## src/hdl/atrm_pkg.sv

```systemverilog
// Shared types, constants and helpers for the AT response matcher.
`timescale 1ns / 1ps
package atrm_pkg;

    localparam int QUEUE_DEPTH = 2;

    localparam logic [4:0] MAX_PATTERN = 5'd16;
    localparam logic [8:0] MAX_REPLY   = 9'd256;
    localparam logic [7:0] CR_CHAR     = 8'h0D;

    localparam int CFG_IDX_W = 3;
    localparam logic [CFG_IDX_W-1:0] CFG_PROMPT_LO   = 3'd0;
    localparam logic [CFG_IDX_W-1:0] CFG_PROMPT_HI   = 3'd1;
    localparam logic [CFG_IDX_W-1:0] CFG_PROMPT_LEN  = 3'd2;
    localparam logic [CFG_IDX_W-1:0] CFG_TERM_LO     = 3'd3;
    localparam logic [CFG_IDX_W-1:0] CFG_TERM_HI     = 3'd4;
    localparam logic [CFG_IDX_W-1:0] CFG_TERM_LEN    = 3'd5;
    localparam logic [CFG_IDX_W-1:0] CFG_CAPACITY    = 3'd6;
    localparam logic [CFG_IDX_W-1:0] CFG_TIMEOUT     = 3'd7;

    localparam logic [1:0] CMD_START = 2'd0;
    localparam logic [1:0] CMD_BYTE  = 2'd1;
    localparam logic [1:0] CMD_TICK  = 2'd2;

    typedef enum logic [1:0] {
        ST_WAIT    = 2'd0,
        ST_MATCH   = 2'd1,
        ST_TIMEOUT = 2'd2,
        ST_IDLE    = 2'd3
    } t_status;

    typedef enum logic [1:0] {
        OP_START = 2'd0,
        OP_BYTE  = 2'd1,
        OP_TICK  = 2'd2,
        OP_NONE  = 2'd3
    } t_op;

    typedef struct packed {
        t_op        op;
        logic [7:0] data;
    } t_req;

    typedef struct packed {
        t_status    status;
        logic       valid;
        logic [7:0] rbyte;
        logic [7:0] index;
    } t_result;

    function automatic logic [7:0] pick_char(input logic [63:0] lo, input logic [63:0] hi,
                                             input logic [3:0] pos);
        logic [63:0] w;
        w = pos[3] ? hi : lo;
        return w[{pos[2:0], 3'b000} +: 8];
    endfunction

endpackage

```

## src/hdl/atrm_front.sv

```systemverilog
// Front end: classifies incoming transactions and queues them for the matcher.
`timescale 1ns / 1ps
module atrm_front import atrm_pkg::*; #(
    parameter int DEPTH = QUEUE_DEPTH
) (
    input  logic       i_clk,
    input  logic       i_rst_n,
    input  logic       push,
    output logic       full,
    input  logic [1:0] i_cmd,
    input  logic [7:0] i_rx_byte,
    output logic       o_req_valid,
    output t_req       o_req,
    input  logic       i_req_take
);

    localparam int PTR_W = $clog2(DEPTH);
    localparam int CNT_W = $clog2(DEPTH + 1);
    localparam logic [PTR_W-1:0] LAST = PTR_W'(DEPTH - 1);

    t_req             r_mem [DEPTH];
    logic [PTR_W-1:0] r_wr_ptr, r_rd_ptr;
    logic [CNT_W-1:0] r_cnt;
    logic             w_wr, w_rd;
    t_req             w_item;

    always_comb begin
        case (i_cmd)
            CMD_START: w_item.op = OP_START;
            CMD_BYTE:  w_item.op = OP_BYTE;
            CMD_TICK:  w_item.op = OP_TICK;
            default:   w_item.op = OP_NONE;
        endcase
        w_item.data = i_rx_byte;
    end

    assign full        = (r_cnt == CNT_W'(DEPTH));
    assign w_wr        = push && !full;
    assign o_req_valid = (r_cnt != '0);
    assign w_rd        = i_req_take && o_req_valid;
    assign o_req       = r_mem[r_rd_ptr];

    always_ff @(posedge i_clk) begin
        if (w_wr) begin
            r_mem[r_wr_ptr] <= w_item;
        end
    end

    always_ff @(posedge i_clk) begin
        if (!i_rst_n) begin
            r_wr_ptr <= '0;
            r_rd_ptr <= '0;
            r_cnt    <= '0;
        end else begin
            if (w_wr) begin
                r_wr_ptr <= (r_wr_ptr == LAST) ? '0 : r_wr_ptr + 1'b1;
            end
            if (w_rd) begin
                r_rd_ptr <= (r_rd_ptr == LAST) ? '0 : r_rd_ptr + 1'b1;
            end
            r_cnt <= r_cnt + CNT_W'(w_wr) - CNT_W'(w_rd);
        end
    end

endmodule

```

## src/hdl/atrm_back.sv

```systemverilog
// Back end: configuration registers, prompt/terminator matcher and result queue.
`timescale 1ns / 1ps
module atrm_back import atrm_pkg::*; #(
    parameter int DEPTH = QUEUE_DEPTH
) (
    input  logic                 i_clk,
    input  logic                 i_rst_n,
    input  logic                 i_req_valid,
    input  t_req                 i_req,
    output logic                 o_req_take,
    input  logic                 i_cfg_valid,
    output logic                 o_cfg_ready,
    input  logic [CFG_IDX_W-1:0] i_cfg_index,
    input  logic [63:0]          i_cfg_data,
    output logic                 empty,
    input  logic                 pop,
    output t_result              o_result
);

    localparam int PTR_W = $clog2(DEPTH);
    localparam int CNT_W = $clog2(DEPTH + 1);
    localparam logic [PTR_W-1:0] LAST = PTR_W'(DEPTH - 1);

    typedef enum logic [1:0] {
        PH_PROMPT = 2'd0,
        PH_GATHER = 2'd1,
        PH_TERM   = 2'd2
    } t_phase;

    logic [63:0] r_prompt_lo, r_prompt_hi, r_term_lo, r_term_hi;
    logic [4:0]  r_prompt_len, r_term_len;
    logic [8:0]  r_capacity;
    logic [31:0] r_timeout;

    t_phase      r_phase, n_phase;
    t_status     r_status, n_status;
    logic [4:0]  r_ppos, n_ppos, r_tpos, n_tpos;
    logic [8:0]  r_room, n_room;
    logic [7:0]  r_count, n_count;
    logic [31:0] r_ticks, n_ticks;
    t_result     n_res;

    t_result          r_mem [DEPTH];
    logic [PTR_W-1:0] r_wr_ptr, r_rd_ptr;
    logic [CNT_W-1:0] r_cnt;
    logic             w_deq;

    logic [4:0]  w_plen, w_tlen, w_ppos_inc, w_tpos_inc;
    logic [8:0]  w_cap;
    logic [31:0] w_ticks_inc;
    logic [7:0]  w_c;

    assign w_deq       = pop && !empty;
    assign empty       = (r_cnt == '0);
    assign o_req_take  = i_req_valid && ((r_cnt != CNT_W'(DEPTH)) || w_deq);
    assign o_cfg_ready = 1'b1;
    assign o_result    = r_mem[r_rd_ptr];

    assign w_c         = i_req.data;
    assign w_plen      = (r_prompt_len > MAX_PATTERN) ? MAX_PATTERN : r_prompt_len;
    assign w_tlen      = (r_term_len > MAX_PATTERN) ? MAX_PATTERN :
                         (r_term_len == 5'd0) ? 5'd1 : r_term_len;
    assign w_cap       = (r_capacity > MAX_REPLY) ? MAX_REPLY : r_capacity;
    assign w_ppos_inc  = r_ppos + 5'd1;
    assign w_tpos_inc  = r_tpos + 5'd1;
    assign w_ticks_inc = r_ticks + 32'd1;

    always_comb begin
        n_phase  = r_phase;
        n_status = r_status;
        n_ppos   = r_ppos;
        n_tpos   = r_tpos;
        n_room   = r_room;
        n_count  = r_count;
        n_ticks  = r_ticks;
        n_res.valid = 1'b0;
        n_res.rbyte = 8'd0;
        n_res.index = 8'd0;
        case (i_req.op)
            OP_START: begin
                n_ppos   = 5'd0;
                n_tpos   = 5'd0;
                n_phase  = (r_prompt_len != 5'd0) ? PH_PROMPT : PH_TERM;
                n_room   = w_cap;
                n_count  = 8'd0;
                n_ticks  = 32'd0;
                n_status = (r_timeout == 32'd0) ? ST_TIMEOUT : ST_WAIT;
            end
            OP_BYTE: begin
                if (r_status == ST_WAIT) begin
                    if (r_phase == PH_PROMPT) begin
                        if (w_c == pick_char(r_prompt_lo, r_prompt_hi, r_ppos[3:0])) begin
                            n_ppos = w_ppos_inc;
                            if (w_ppos_inc >= w_plen) begin
                                n_phase = PH_GATHER;
                            end
                        end else begin
                            n_ppos = (w_c == pick_char(r_prompt_lo, r_prompt_hi, 4'd0))
                                     ? 5'd1 : 5'd0;
                        end
                    end else if (r_phase == PH_GATHER) begin
                        if (r_room != 9'd0) begin
                            if (w_c == CR_CHAR || r_room < 9'd2) begin
                                n_phase = PH_TERM;
                            end else begin
                                n_res.valid = 1'b1;
                                n_res.rbyte = w_c;
                                n_res.index = r_count;
                                n_count     = r_count + 8'd1;
                                n_room      = r_room - 9'd1;
                            end
                        end
                    end
                    if (w_c == pick_char(r_term_lo, r_term_hi, r_tpos[3:0])) begin
                        n_tpos = w_tpos_inc;
                        if (w_tpos_inc >= w_tlen) begin
                            n_status = ST_MATCH;
                        end
                    end else begin
                        n_tpos = (w_c == pick_char(r_term_lo, r_term_hi, 4'd0)) ? 5'd1 : 5'd0;
                    end
                end
            end
            OP_TICK: begin
                if (r_status == ST_WAIT) begin
                    n_ticks = w_ticks_inc;
                    if (w_ticks_inc >= r_timeout) begin
                        n_status = ST_TIMEOUT;
                    end
                end
            end
            default: begin
            end
        endcase
        n_res.status = n_status;
    end

    always_ff @(posedge i_clk) begin
        if (o_req_take) begin
            r_mem[r_wr_ptr] <= n_res;
        end
    end

    always_ff @(posedge i_clk) begin
        if (!i_rst_n) begin
            r_prompt_lo  <= 64'd0;
            r_prompt_hi  <= 64'd0;
            r_prompt_len <= 5'd0;
            r_term_lo    <= 64'h0A4B;
            r_term_hi    <= 64'd0;
            r_term_len   <= 5'd2;
            r_capacity   <= 9'd0;
            r_timeout    <= 32'd2000;
            r_phase      <= PH_TERM;
            r_status     <= ST_IDLE;
            r_ppos       <= 5'd0;
            r_tpos       <= 5'd0;
            r_room       <= 9'd0;
            r_count      <= 8'd0;
            r_ticks      <= 32'd0;
            r_wr_ptr     <= '0;
            r_rd_ptr     <= '0;
            r_cnt        <= '0;
        end else begin
            if (i_cfg_valid) begin
                case (i_cfg_index)
                    CFG_PROMPT_LO:  r_prompt_lo  <= i_cfg_data;
                    CFG_PROMPT_HI:  r_prompt_hi  <= i_cfg_data;
                    CFG_PROMPT_LEN: r_prompt_len <= i_cfg_data[4:0];
                    CFG_TERM_LO:    r_term_lo    <= i_cfg_data;
                    CFG_TERM_HI:    r_term_hi    <= i_cfg_data;
                    CFG_TERM_LEN:   r_term_len   <= i_cfg_data[4:0];
                    CFG_CAPACITY:   r_capacity   <= i_cfg_data[8:0];
                    CFG_TIMEOUT:    r_timeout    <= i_cfg_data[31:0];
                    default: begin
                    end
                endcase
            end
            if (o_req_take) begin
                r_phase  <= n_phase;
                r_status <= n_status;
                r_ppos   <= n_ppos;
                r_tpos   <= n_tpos;
                r_room   <= n_room;
                r_count  <= n_count;
                r_ticks  <= n_ticks;
                r_wr_ptr <= (r_wr_ptr == LAST) ? '0 : r_wr_ptr + 1'b1;
            end
            if (w_deq) begin
                r_rd_ptr <= (r_rd_ptr == LAST) ? '0 : r_rd_ptr + 1'b1;
            end
            r_cnt <= r_cnt + CNT_W'(o_req_take) - CNT_W'(w_deq);
        end
    end

endmodule

```

## src/hdl/at_response_matcher.sv

```systemverilog
// Top level of the AT response matcher: input queue, matcher and result queue.
// A push is registered in the input queue; its result is registered in the result queue.
// One transaction (one compare-and-update) per cycle while the result queue can take it.
// Queues of DEPTH entries on both sides let producer and consumer stall independently.
// Reset (synchronous, active low): queues empty, matcher not armed, registers at defaults.
`timescale 1ns / 1ps
module at_response_matcher import atrm_pkg::*; #(
    parameter int DEPTH = QUEUE_DEPTH
) (
    input  logic                 i_clk,
    input  logic                 i_rst_n,
    input  logic                 push,
    output logic                 full,
    input  logic [1:0]           i_cmd,
    input  logic [7:0]           i_rx_byte,
    output logic                 empty,
    input  logic                 pop,
    output logic [1:0]           o_wait_status,
    output logic                 o_reply_valid,
    output logic [7:0]           o_reply_byte,
    output logic [7:0]           o_reply_index,
    input  logic                 i_cfg_valid,
    output logic                 o_cfg_ready,
    input  logic [CFG_IDX_W-1:0] i_cfg_index,
    input  logic [63:0]          i_cfg_data
);

    logic    w_req_valid, w_req_take;
    t_req    w_req;
    t_result w_result;

    atrm_front #(.DEPTH(DEPTH)) u_front (
        .i_clk       (i_clk),
        .i_rst_n     (i_rst_n),
        .push        (push),
        .full        (full),
        .i_cmd       (i_cmd),
        .i_rx_byte   (i_rx_byte),
        .o_req_valid (w_req_valid),
        .o_req       (w_req),
        .i_req_take  (w_req_take)
    );

    atrm_back #(.DEPTH(DEPTH)) u_back (
        .i_clk       (i_clk),
        .i_rst_n     (i_rst_n),
        .i_req_valid (w_req_valid),
        .i_req       (w_req),
        .o_req_take  (w_req_take),
        .i_cfg_valid (i_cfg_valid),
        .o_cfg_ready (o_cfg_ready),
        .i_cfg_index (i_cfg_index),
        .i_cfg_data  (i_cfg_data),
        .empty       (empty),
        .pop         (pop),
        .o_result    (w_result)
    );

    assign o_wait_status = w_result.status;
    assign o_reply_valid = w_result.valid;
    assign o_reply_byte  = w_result.rbyte;
    assign o_reply_index = w_result.index;

    a_result_from_take: assert property (@(posedge i_clk) disable iff (!i_rst_n)
        (!empty && $past(empty)) |-> $past(w_req_take))
        else $error("result appeared without a processed transaction");

    a_reply_zero: assert property (@(posedge i_clk) disable iff (!i_rst_n)
        (!empty && !o_reply_valid) |-> (o_reply_byte == 8'd0 && o_reply_index == 8'd0))
        else $error("reply fields nonzero without a stored character");

    a_full_from_push: assert property (@(posedge i_clk) disable iff (!i_rst_n)
        (full && !$past(full)) |-> $past(push))
        else $error("input queue filled without a push");

    a_reply_needs_wait: assert property (@(posedge i_clk) disable iff (!i_rst_n)
        (!empty && o_reply_valid) |-> (o_wait_status == ST_WAIT || o_wait_status == ST_MATCH))
        else $error("reply character stored outside a running wait");

endmodule
```

## config.mk

```make
export PLATFORM = sky130hd
export DESIGN_NAME = at_response_matcher
export DESIGN_NICKNAME = d
export VERILOG_FILES = /design/src/hdl/atrm_pkg.sv /design/src/hdl/atrm_front.sv /design/src/hdl/atrm_back.sv /design/src/hdl/at_response_matcher.sv
export SDC_FILE = /design/constraint.sdc
export NUM_CORES = 1
export LEC_CHECK = 0
export ABC_AREA = 1
export BUFFER_PORTS_ARGS = -buffer_cell sky130_fd_sc_hd__buf_2
export CORE_UTILIZATION = 35
export DETAILED_ROUTE_END_ITERATION = 8
export HOLD_SLACK_MARGIN = 0.02
export RECOVER_POWER = 25
export SETUP_SLACK_MARGIN = 0.15
export SYNTH_ARGS = -nofsm -noshare
export SYNTH_HDL_FRONTEND = slang
export SYNTH_SLANG_ARGS = --single-unit
```

## constraint.sdc

```tcl
create_clock -name i_clk -period 4.1 [get_ports i_clk]
set_input_delay 0.82 -clock i_clk [delete_from_list [all_inputs] [get_ports i_clk]]
set_output_delay 0.82 -clock i_clk [all_outputs]
set_load 0.01 [all_outputs]
```

==> run_results.csv, run 1 <==
group,metric,value,unit
sta,max_freq,277,MHz
worst_setup_path,cp_data_required_time,4.60,ns
worst_setup_path,timing.critical_path.max_delay_family,"buffers and inverters",
global_routing,antenna_found_initial,4,
finish,finish.net_count,3037,
route,drt-pass1-iter-count,6,
synthesis,ys_seq_area_share,44.6,%
worst_setup_path,worst-setup-path-type,"in -> reg",
global_routing,global_route.usage.total,20.7,%
cts,tritoncts.num_buffers,50,
sta,finalCriticalPeriod,3.61,ns
finish,final_layout_size_suffix_gt1_share,9.30,%
outcome,run_status,"finished with violations",
synthesis,syn_area_per_cell,7.28,µm²
cts,cts_max_path_buffers,3,
synthesis,proportion_of_register_bits_with_asynchronous_set_or_reset_after_synthesis,0,%
finish,area_used_by_multi_input_combinational_logic,9820,µm²
cts,worst_setup_hold_path_clk_slew,0.06,ns
synthesis,yosysWarningCount,0,
floorplan,cell_row_count,89,
finish,instances_no_fill,3722,
cts,post_cts.repair.setup_buffers,0,
pwr,power.clock.fraction,39.3,%
sta,worst-slew-pin-transition,3.22,ns
sta,report.final.slew_viol_count,381,
synthesis,synth_flop_cell,"sky130_fd_sc_hd__dfxtp_1",
pwr,power.ir.vdd_worst,0.454,mV
finish,flow.area_growth_from_synthesis,12.9,%
cts,sink_count_of_the_clock_tree,438,
global_routing,first_pass_grt_wire_length,98900,µm
pwr,power.switching,3.41,mW
synthesis,yosys.area_share.adder,2.99,%
synthesis,synth_top_family_by_area,"simple AND/OR/NAND/NOR gates",
synthesis,post_synthesis_compound_gate_area_fraction,17.5,%
worst_setup_path,critPathMaxStageDelay,2.18,ns
floorplan,die_area,60800,µm²
worst_setup_path,critical_path.endpoint_type,"flip-flop",
pwr,total_leakage_power,9.66,nW
route,detail_route.drc_violations,0,
synthesis,yosysUniqueCellTypes,50,
synthesis,synth-edff-count,58,
cts,clock-root-buffer,"sky130_fd_sc_hd__clkbuf_16",
sta,setup_viol,0,
outcome,violations_in_the_final_reports,"max-capacitance violations, max-slew violations",
cts,h-tree-depth,2,
pwr,power_per_cell_area,485,nW/µm²
synthesis,post_synthesis_cell_area,20900,µm²
global_routing,grt.overflow.total,0,
finish,regArea,9350,µm²
floorplan,die_h,247,µm
worst_setup_path,worst-path-max-fanout,210,
route,drtAntennaViolNets,0,
sta,skew,0.0328,ns
sta,setup-tns-final,0,ns
placement,detailed_place_hpwl,41500,µm
route,total_routed_wirelength,62900,µm
synthesis,gate_count_of_the_mapped_netlist,2877,
run,cap_violations,4,
worst_setup_path,crit_chain,"buf_6 > buf_2 > o21ai_0 > a21oi_1",
min_path,hold_class,"in -> reg",
finish,filler_cell_count,6139,
placement,finalWeightedCongestion,0.880,
pwr,sw_ratio,29.8,%
sta,min_period_over_period,88.2,%
synthesis,ys_ff_latch,438,
worst_setup_path,startpoint_type,"primary input",
floorplan,die_width,247,µm
global_routing,pin_count_of_the_biggest_net_entering_global_routing,211,
sta,timing_hold_violations_final,0,
global_routing,grt_pass1_vias,17300,
floorplan,boundaryPins,104,
synthesis,yosys.area_share.simple,23.1,%
placement,dp_cells,3626,
worst_setup_path,cp_data_arrival_time,4.12,ns
synthesis,synth.net_count,3009,
synthesis,synth_mux_area_share,1.02,%
synthesis,synthXorXnorAreaFrac,2.22,%
pwr,internal_power,8.04,mW
worst_setup_path,cpMaxStageDelayCell,"sky130_fd_sc_hd__buf_2",
pwr,p_seq_share,43.0,%
worst_setup_path,critical_path_buf_inv_count,2,
sta,unrepaired_setup_endpoints_after_global_routing,"no",
cts,cts_tree,"done",
route,drt_first_iter_violations,1537,
route,routed-via-count,18700,
placement,portBuffers,102,
route,avgRoutedWirePerCell,16.9,µm
cts,worst_skew_pair.late_latency,0.61,ns
route,via_per_inst,5.02,
sta,slew_headroom,-115,%
floorplan,floorplan.initialDensity,35.5,%
pwr,p_comb_share,17.7,%
floorplan,core,59000,µm²
## metrics by stage
stage | total power, mW | area, µm² | utilization [%] | setup WS [ns] | hold slack, ns
after floorplan | 6.38 | 20900 | - | 1.31 | 0.422
after global placement | 7.03 | 22000 | 37.3 | 0.600 | 0.435
after detailed placement | 7.04 | 22000 | 37.3 | 0.494 | 0.439
after CTS | 11.5 | 23700 | 40.1 | 0.475 | 0.371
after global routing | 12.0 | 23600 | 40.0 | 0.171 | 0.379
final | 11.5 | 23600 | 40.0 | 0.486 | 0.406
## power groups by stage
stage | Combinational [mW] | Clock [mW] | Sequential, mW
3_5_place_dp | 2.02 | 0 | 5.02
6_report | 2.03 | 4.50 | 4.93
4_1_cts | 2.04 | 4.57 | 4.92
5_1_grt | 2.28 | 4.77 | 4.97
2_1_floorplan | 1.45 | 0 | 4.93
3_3_place_gp | 2.02 | 0 | 5.01
## sequential cells by signal, indices dropped and copies added (netlist names), 20 cells and up, named ones only
signal and cells:
u_back.r_term_lo 64, u_back.r_ticks 32, u_back.r_prompt_lo 64, u_back.r_prompt_hi 64, u_front.r_mem 20, u_back.r_term_hi 64, u_back.r_timeout 32, u_back.r_mem 38
## synthesized netlist by cell type (2+ instances only)
master / number / area, µm²
sky130_fd_sc_hd__xor2_1: 41 / 359
sky130_fd_sc_hd__nand4_1: 18 / 113
sky130_fd_sc_hd__o21ai_1: 8 / 40.0
sky130_fd_sc_hd__mux2_2: 19 / 214
sky130_fd_sc_hd__inv_1: 265 / 995
sky130_fd_sc_hd__nand3b_1: 4 / 30.0
sky130_fd_sc_hd__o21ai_0: 391 / 1960
sky130_fd_sc_hd__xnor2_1: 12 / 105
sky130_fd_sc_hd__a31oi_1: 4 / 25.0
sky130_fd_sc_hd__nor2_1: 479 / 1800
sky130_fd_sc_hd__clkinv_1: 3 / 11.3
sky130_fd_sc_hd__a211oi_1: 4 / 30.0
sky130_fd_sc_hd__inv_2: 9 / 33.8
sky130_fd_sc_hd__o21a_1: 2 / 15.0
sky130_fd_sc_hd__nand3_1: 157 / 786
sky130_fd_sc_hd__o21ai_2: 6 / 52.6
sky130_fd_sc_hd__ha_1: 50 / 626
sky130_fd_sc_hd__o211ai_1: 20 / 150
sky130_fd_sc_hd__nand2_1: 469 / 1760
sky130_fd_sc_hd__nor4_1: 16 / 100
sky130_fd_sc_hd__dfxtp_1: 380 / 7610
sky130_fd_sc_hd__a21oi_1: 239 / 1200
sky130_fd_sc_hd__o21bai_1: 2 / 15.0
sky130_fd_sc_hd__clkbuf_1: 114 / 428
sky130_fd_sc_hd__a22oi_1: 6 / 45.0
sky130_fd_sc_hd__buf_6: 7 / 78.8
sky130_fd_sc_hd__a211oi_2: 5 / 62.6
sky130_fd_sc_hd__buf_2: 33 / 165
sky130_fd_sc_hd__nor3_1: 21 / 105
sky130_fd_sc_hd__buf_4: 6 / 45.0
sky130_fd_sc_hd__edfxtp_1: 58 / 1740
sky130_fd_sc_hd__buf_1: 3 / 11.3
sky130_fd_sc_hd__nor2_2: 6 / 37.5
sky130_fd_sc_hd__nor2_4: 4 / 45.0
## cell families after synthesis
kind of cell               after synthesis
DFF                                    438
other                                    1
AOI/OAI and AO/OA                      694
and+or+nand+nor                       1180
adders and majority gates               50
xor gates and xnor gates                53
buffers and inverters                  442
muxes                                   19
## worst paths after layout
path                                                        start                                end  slack (ns)  cells after the start
worst min register to register  u_back.r_term_lo[60]$_SDFFE_PN0P_  u_back.r_term_lo[60]$_SDFFE_PN0P_        0.45                      2
worst max register to register     u_back.r_ticks[0]$_SDFFE_PN0P_      u_back.r_mem[0][18]$_DFFE_PP_        0.64                     18
worst min-delay path                                     i_cmd[0]      u_front.r_mem[0][8]$_DFFE_PP_        0.41                      1
worst max-delay path                                      i_rst_n  u_back.r_term_lo[34]$_SDFFE_PN0P_        0.49                      4
## worst register-to-register path, delay by kind of cell (launching register included)
kind,cells,cell delay (ns)
xor+xnor,1,0.13
flops,1,0.36
compound gates,1,0.28
fa+ha+maj,2,0.49
buf+inv,2,0.16
simple gates,12,1.85
## cell usage in the layout (no fill, tap or decap), types with 5 or more instances in the layout
cell and n:
sky130_fd_sc_hd__nor2_1 475, sky130_fd_sc_hd__nand2_1 469, sky130_fd_sc_hd__o21ai_0 391, sky130_fd_sc_hd__dfxtp_1 378, sky130_fd_sc_hd__inv_1 263, sky130_fd_sc_hd__a21oi_1 239
sky130_fd_sc_hd__nand3_1 157, sky130_fd_sc_hd__buf_2 93, sky130_fd_sc_hd__edfxtp_1 58, sky130_fd_sc_hd__clkbuf_16 51, sky130_fd_sc_hd__ha_1 50, sky130_fd_sc_hd__xor2_1 41
sky130_fd_sc_hd__buf_4 28, sky130_fd_sc_hd__clkbuf_1 24, sky130_fd_sc_hd__nor3_1 21, sky130_fd_sc_hd__o211ai_1 20, sky130_fd_sc_hd__mux2_2 19, sky130_fd_sc_hd__nand4_1 18
sky130_fd_sc_hd__nor4_1 15, sky130_fd_sc_hd__clkinv_2 14, sky130_fd_sc_hd__clkbuf_8 13, sky130_fd_sc_hd__inv_2 12, sky130_fd_sc_hd__xnor2_1 12, sky130_fd_sc_hd__o21ai_1 8
sky130_fd_sc_hd__nor2_2 8, sky130_fd_sc_hd__o21ai_2 6, sky130_fd_sc_hd__nor2_4 6, sky130_fd_sc_hd__a22oi_1 6, sky130_fd_sc_hd__a211oi_2 5
## area by class of cell
cell class | instances | area share, %
timing repair buffer | 140 | 3.26
tap | 773 | 4.09
sequential | 438 | 39.6
multi-input combinational | 1997 | 41.6
inverter | 278 | 4.43
clock buffer | 71 | 6.27
antenna | 4 | 0.0424
clock inverter | 21 | 0.752
## what timing repair did
item                                   4_1_cts  5_1_grt
hold buffers                                 0        0
endpoints found under the hold margin        0        0
setup endpoints to repair                    0        2
resized for setup                            0        1
## per-layer routing
layer | part of all wire [%] | vias up | GRT usage [%] | wire length (µm)
met5 | 0.035 | - | 0 | 22
met4 | 2.5 | 4 | 6.21 | 1540
met3 | 6.0 | 84 | 4.02 | 3760
met2 | 44 | 474 | 32.6 | 27600
met1 | 48 | 8630 | 28.5 | 30000
li1 | - | 9481 | - | -
(Power assumes the default switching activity.)
==> inputs of run 2 (changes only) <==
- GPL_TIMING_DRIVEN: unset -> 0
==> run 2 against run 1 <==
  * The flow still finishes with violations (max-capacitance violations, max-slew violations)
  * Die area unchanged
  * Global-route usage up 3.7 points
  * Critical path type is now reg -> reg
  * Core utilization up 0.63 points
  * Critical endpoint is now u_back.r_ticks[30]$_SDFFE_PN0P_
  * Non-clock buffer count up 126
  * Critical path depth up 5
  * Worst setup slack worse by 0.14 ns
  * Register-to-register slack worse by 0.29 ns
  * Largest power group unchanged
==> run_results.csv, run 2 (synthesis gave the netlist of run 1 again) <==
group,metric,value,unit
worst_setup_path,worst-setup-path-type,"reg -> reg",
cts,post_cts.resized_instances,0,
floorplan,floorplan.initialDensity,35.5,%
sta,timing_hold_violations_final,0,
worst_setup_path,critical_path.endpoint_type,"flip-flop",
cts,worst_setup_hold_path_clk_slew,0.06,ns
route,routed-via-count,20000,
sta,min_period_over_period,91.5,%
placement,detailed_place_hpwl,54800,µm
global_routing,grt_pass1_vias,18400,
finish,layout_commonest_cell,"sky130_fd_sc_hd__nor2_1",
worst_setup_path,regToRegEndpoint,"u_back.r_ticks[30]$_SDFFE_PN0P_",
sta,skew,0.0184,ns
pwr,totalPowerFinal,11.6,mW
sta,report.final.slew_viol_count,8,
global_routing,grt.overflow.total,0,
worst_setup_path,worst-r2r-cell-count,9,
cts,clock-root-buffer,"sky130_fd_sc_hd__clkbuf_16",
global_routing,global_route.usage.total,24.5,%
sta,worst-slew-pin-transition,1.55,ns
global_routing,antenna_found_initial,0,
finish,final_layout_size_suffix_gt1_share,8.80,%
floorplan,die_h,247,µm
route,detail_route.drc_violations,0,
cts,h-tree-depth,2,
sta,slew_headroom,-4.27,%
floorplan,cell_row_count,89,
sta,setup_viol,0,
worst_setup_path,startpoint_type,"flip-flop",
route,drtAntennaViolNets,0,
cts,cts_max_path_buffers,3,
sta,finalCriticalPeriod,3.75,ns
global_routing,pin_count_of_the_biggest_net_entering_global_routing,15,
route,via_per_inst,5.20,
pwr,power.ir.vdd_worst,0.426,mV
finish,insertedDiodeCount,0,
min_path,hold_path_startpoint,"i_cmd[0]",
pwr,total_leakage_power,9.83,nW
floorplan,boundaryPins,104,
placement,portBuffers,100,
min_path,hold_depth,1,
floorplan,die_area,60800,µm²
route,total_routed_wirelength,75000,µm
cts,cts_tree,"done",
worst_setup_path,cp_data_arrival_time,4.26,ns
sta,max_freq,266,MHz
cts,sink_count_of_the_clock_tree,438,
floorplan,core,59000,µm²
run,cap_violations,1,
global_routing,first_pass_grt_wire_length,113000,µm
min_path,holdPathEnd,"u_front.r_mem[1][8]$_DFFE_PP_",
finish,finish.net_count,3161,
worst_setup_path,worst-path-max-fanout,10,
route,drt-pass1-iter-count,5,
cts,worst_skew_pair.late_latency,0.60,ns
min_path,hold_class,"in -> reg",
cts,post_cts_hold_buffer_count,0,
pwr,power_per_cell_area,484,nW/µm²
cts,post_cts.repair.setup_buffers,0,
sta,setup-tns-final,0,ns
worst_setup_path,r2r_slack,0.35,ns
placement,finalWeightedCongestion,0.970,
sta,unrepaired_setup_endpoints_after_global_routing,"no",
cts,tritoncts.num_buffers,48,
floorplan,die_width,247,µm
worst_setup_path,cp_data_required_time,4.60,ns
outcome,run_status,"finished with violations",
finish,commonest_cells_after_routing_fill_and_taps_aside,"480 x sky130_fd_sc_hd__nor2_1, 469 x sky130_fd_sc_hd__nand2_1, 394 x sky130_fd_sc_hd__o21ai_0",
finish,flow.area_growth_from_synthesis,14.6,%
route,avgRoutedWirePerCell,19.5,µm
route,drt_first_iter_violations,1902,
outcome,violations_in_the_final_reports,"max-capacitance violations, max-slew violations",
## run 2: how the worst max path moves through the flow
stage                     cells after the start                         endpoint                            from
after floorplan                              18    u_back.r_mem[0][18]$_DFFE_PP_  u_back.r_ticks[0]$_SDFFE_PN0P_
after global placement                       18    u_back.r_mem[1][18]$_DFFE_PP_  u_back.r_ticks[0]$_SDFFE_PN0P_
after detailed placement                     18    u_back.r_mem[0][18]$_DFFE_PP_  u_back.r_ticks[0]$_SDFFE_PN0P_
after CTS                                    18    u_back.r_mem[0][18]$_DFFE_PP_  u_back.r_ticks[0]$_SDFFE_PN0P_
after global routing                          9  u_back.r_ticks[30]$_SDFFE_PN0P_                       flip-flop
final                                         9  u_back.r_ticks[30]$_SDFFE_PN0P_                       flip-flop
## run 2: area by class of cell
type / count / area, µm²
sequential: 438 / 9350
clock inverter: 20 / 206
clock buffer: 68 / 1410
timing repair buffer: 102 / 494
fill: 6228 / 35000
tap: 773 / 967
multi-input combinational: 1997 / 9780
inverter: 278 / 1050
buffer: 164 / 748
## run 2: routing by layer
metal  vias up  part of all wire, %  routed length (µm)  GRT usage (%)
li1       9734                    -                   -              -
met2       730                   44               33000           38.4
met3       147                  7.6                5690           3.86
met5         -                    0                   0              0
met1      9353                   45               33700           33.4
met4         0                  3.5                2610           9.51
## run 2: worst max-delay path, cell delays in order, from the launching register on
cell	delay, ns
sky130_fd_sc_hd__dfxtp_1	0.33
sky130_fd_sc_hd__buf_6	0.14
sky130_fd_sc_hd__o21ai_0	0.70
sky130_fd_sc_hd__inv_1	0.17
sky130_fd_sc_hd__a211oi_1	0.64
sky130_fd_sc_hd__inv_2	0.22
sky130_fd_sc_hd__nor2_1	0.84
sky130_fd_sc_hd__buf_2	0.39
sky130_fd_sc_hd__nand2_1	0.09
sky130_fd_sc_hd__a21oi_1	0.13
## run 2: power by group
part | internal [mW] | switching [mW] | leakage, nW
Sequential | 4.74 | 0.141 | 3.64
Clock | 2.64 | 1.86 | 0.804
Combinational | 0.691 | 1.55 | 5.39
Total | 8.06 | 3.55 | 9.83
## run 2: through the flow
stage	cell area (µm²)	hold slack, ns	setup WS [ns]	util (%)	std cells
final	24000	0.437	0.347	40.7	3840
after global routing	24000	0.436	0.146	40.7	3840
after CTS	24100	0.409	0.292	40.8	3840
after detailed placement	22400	0.442	0.327	38.0	3752
after global placement	22400	0.434	0.379	38.0	3750
after floorplan	20900	0.422	1.31	-	2877
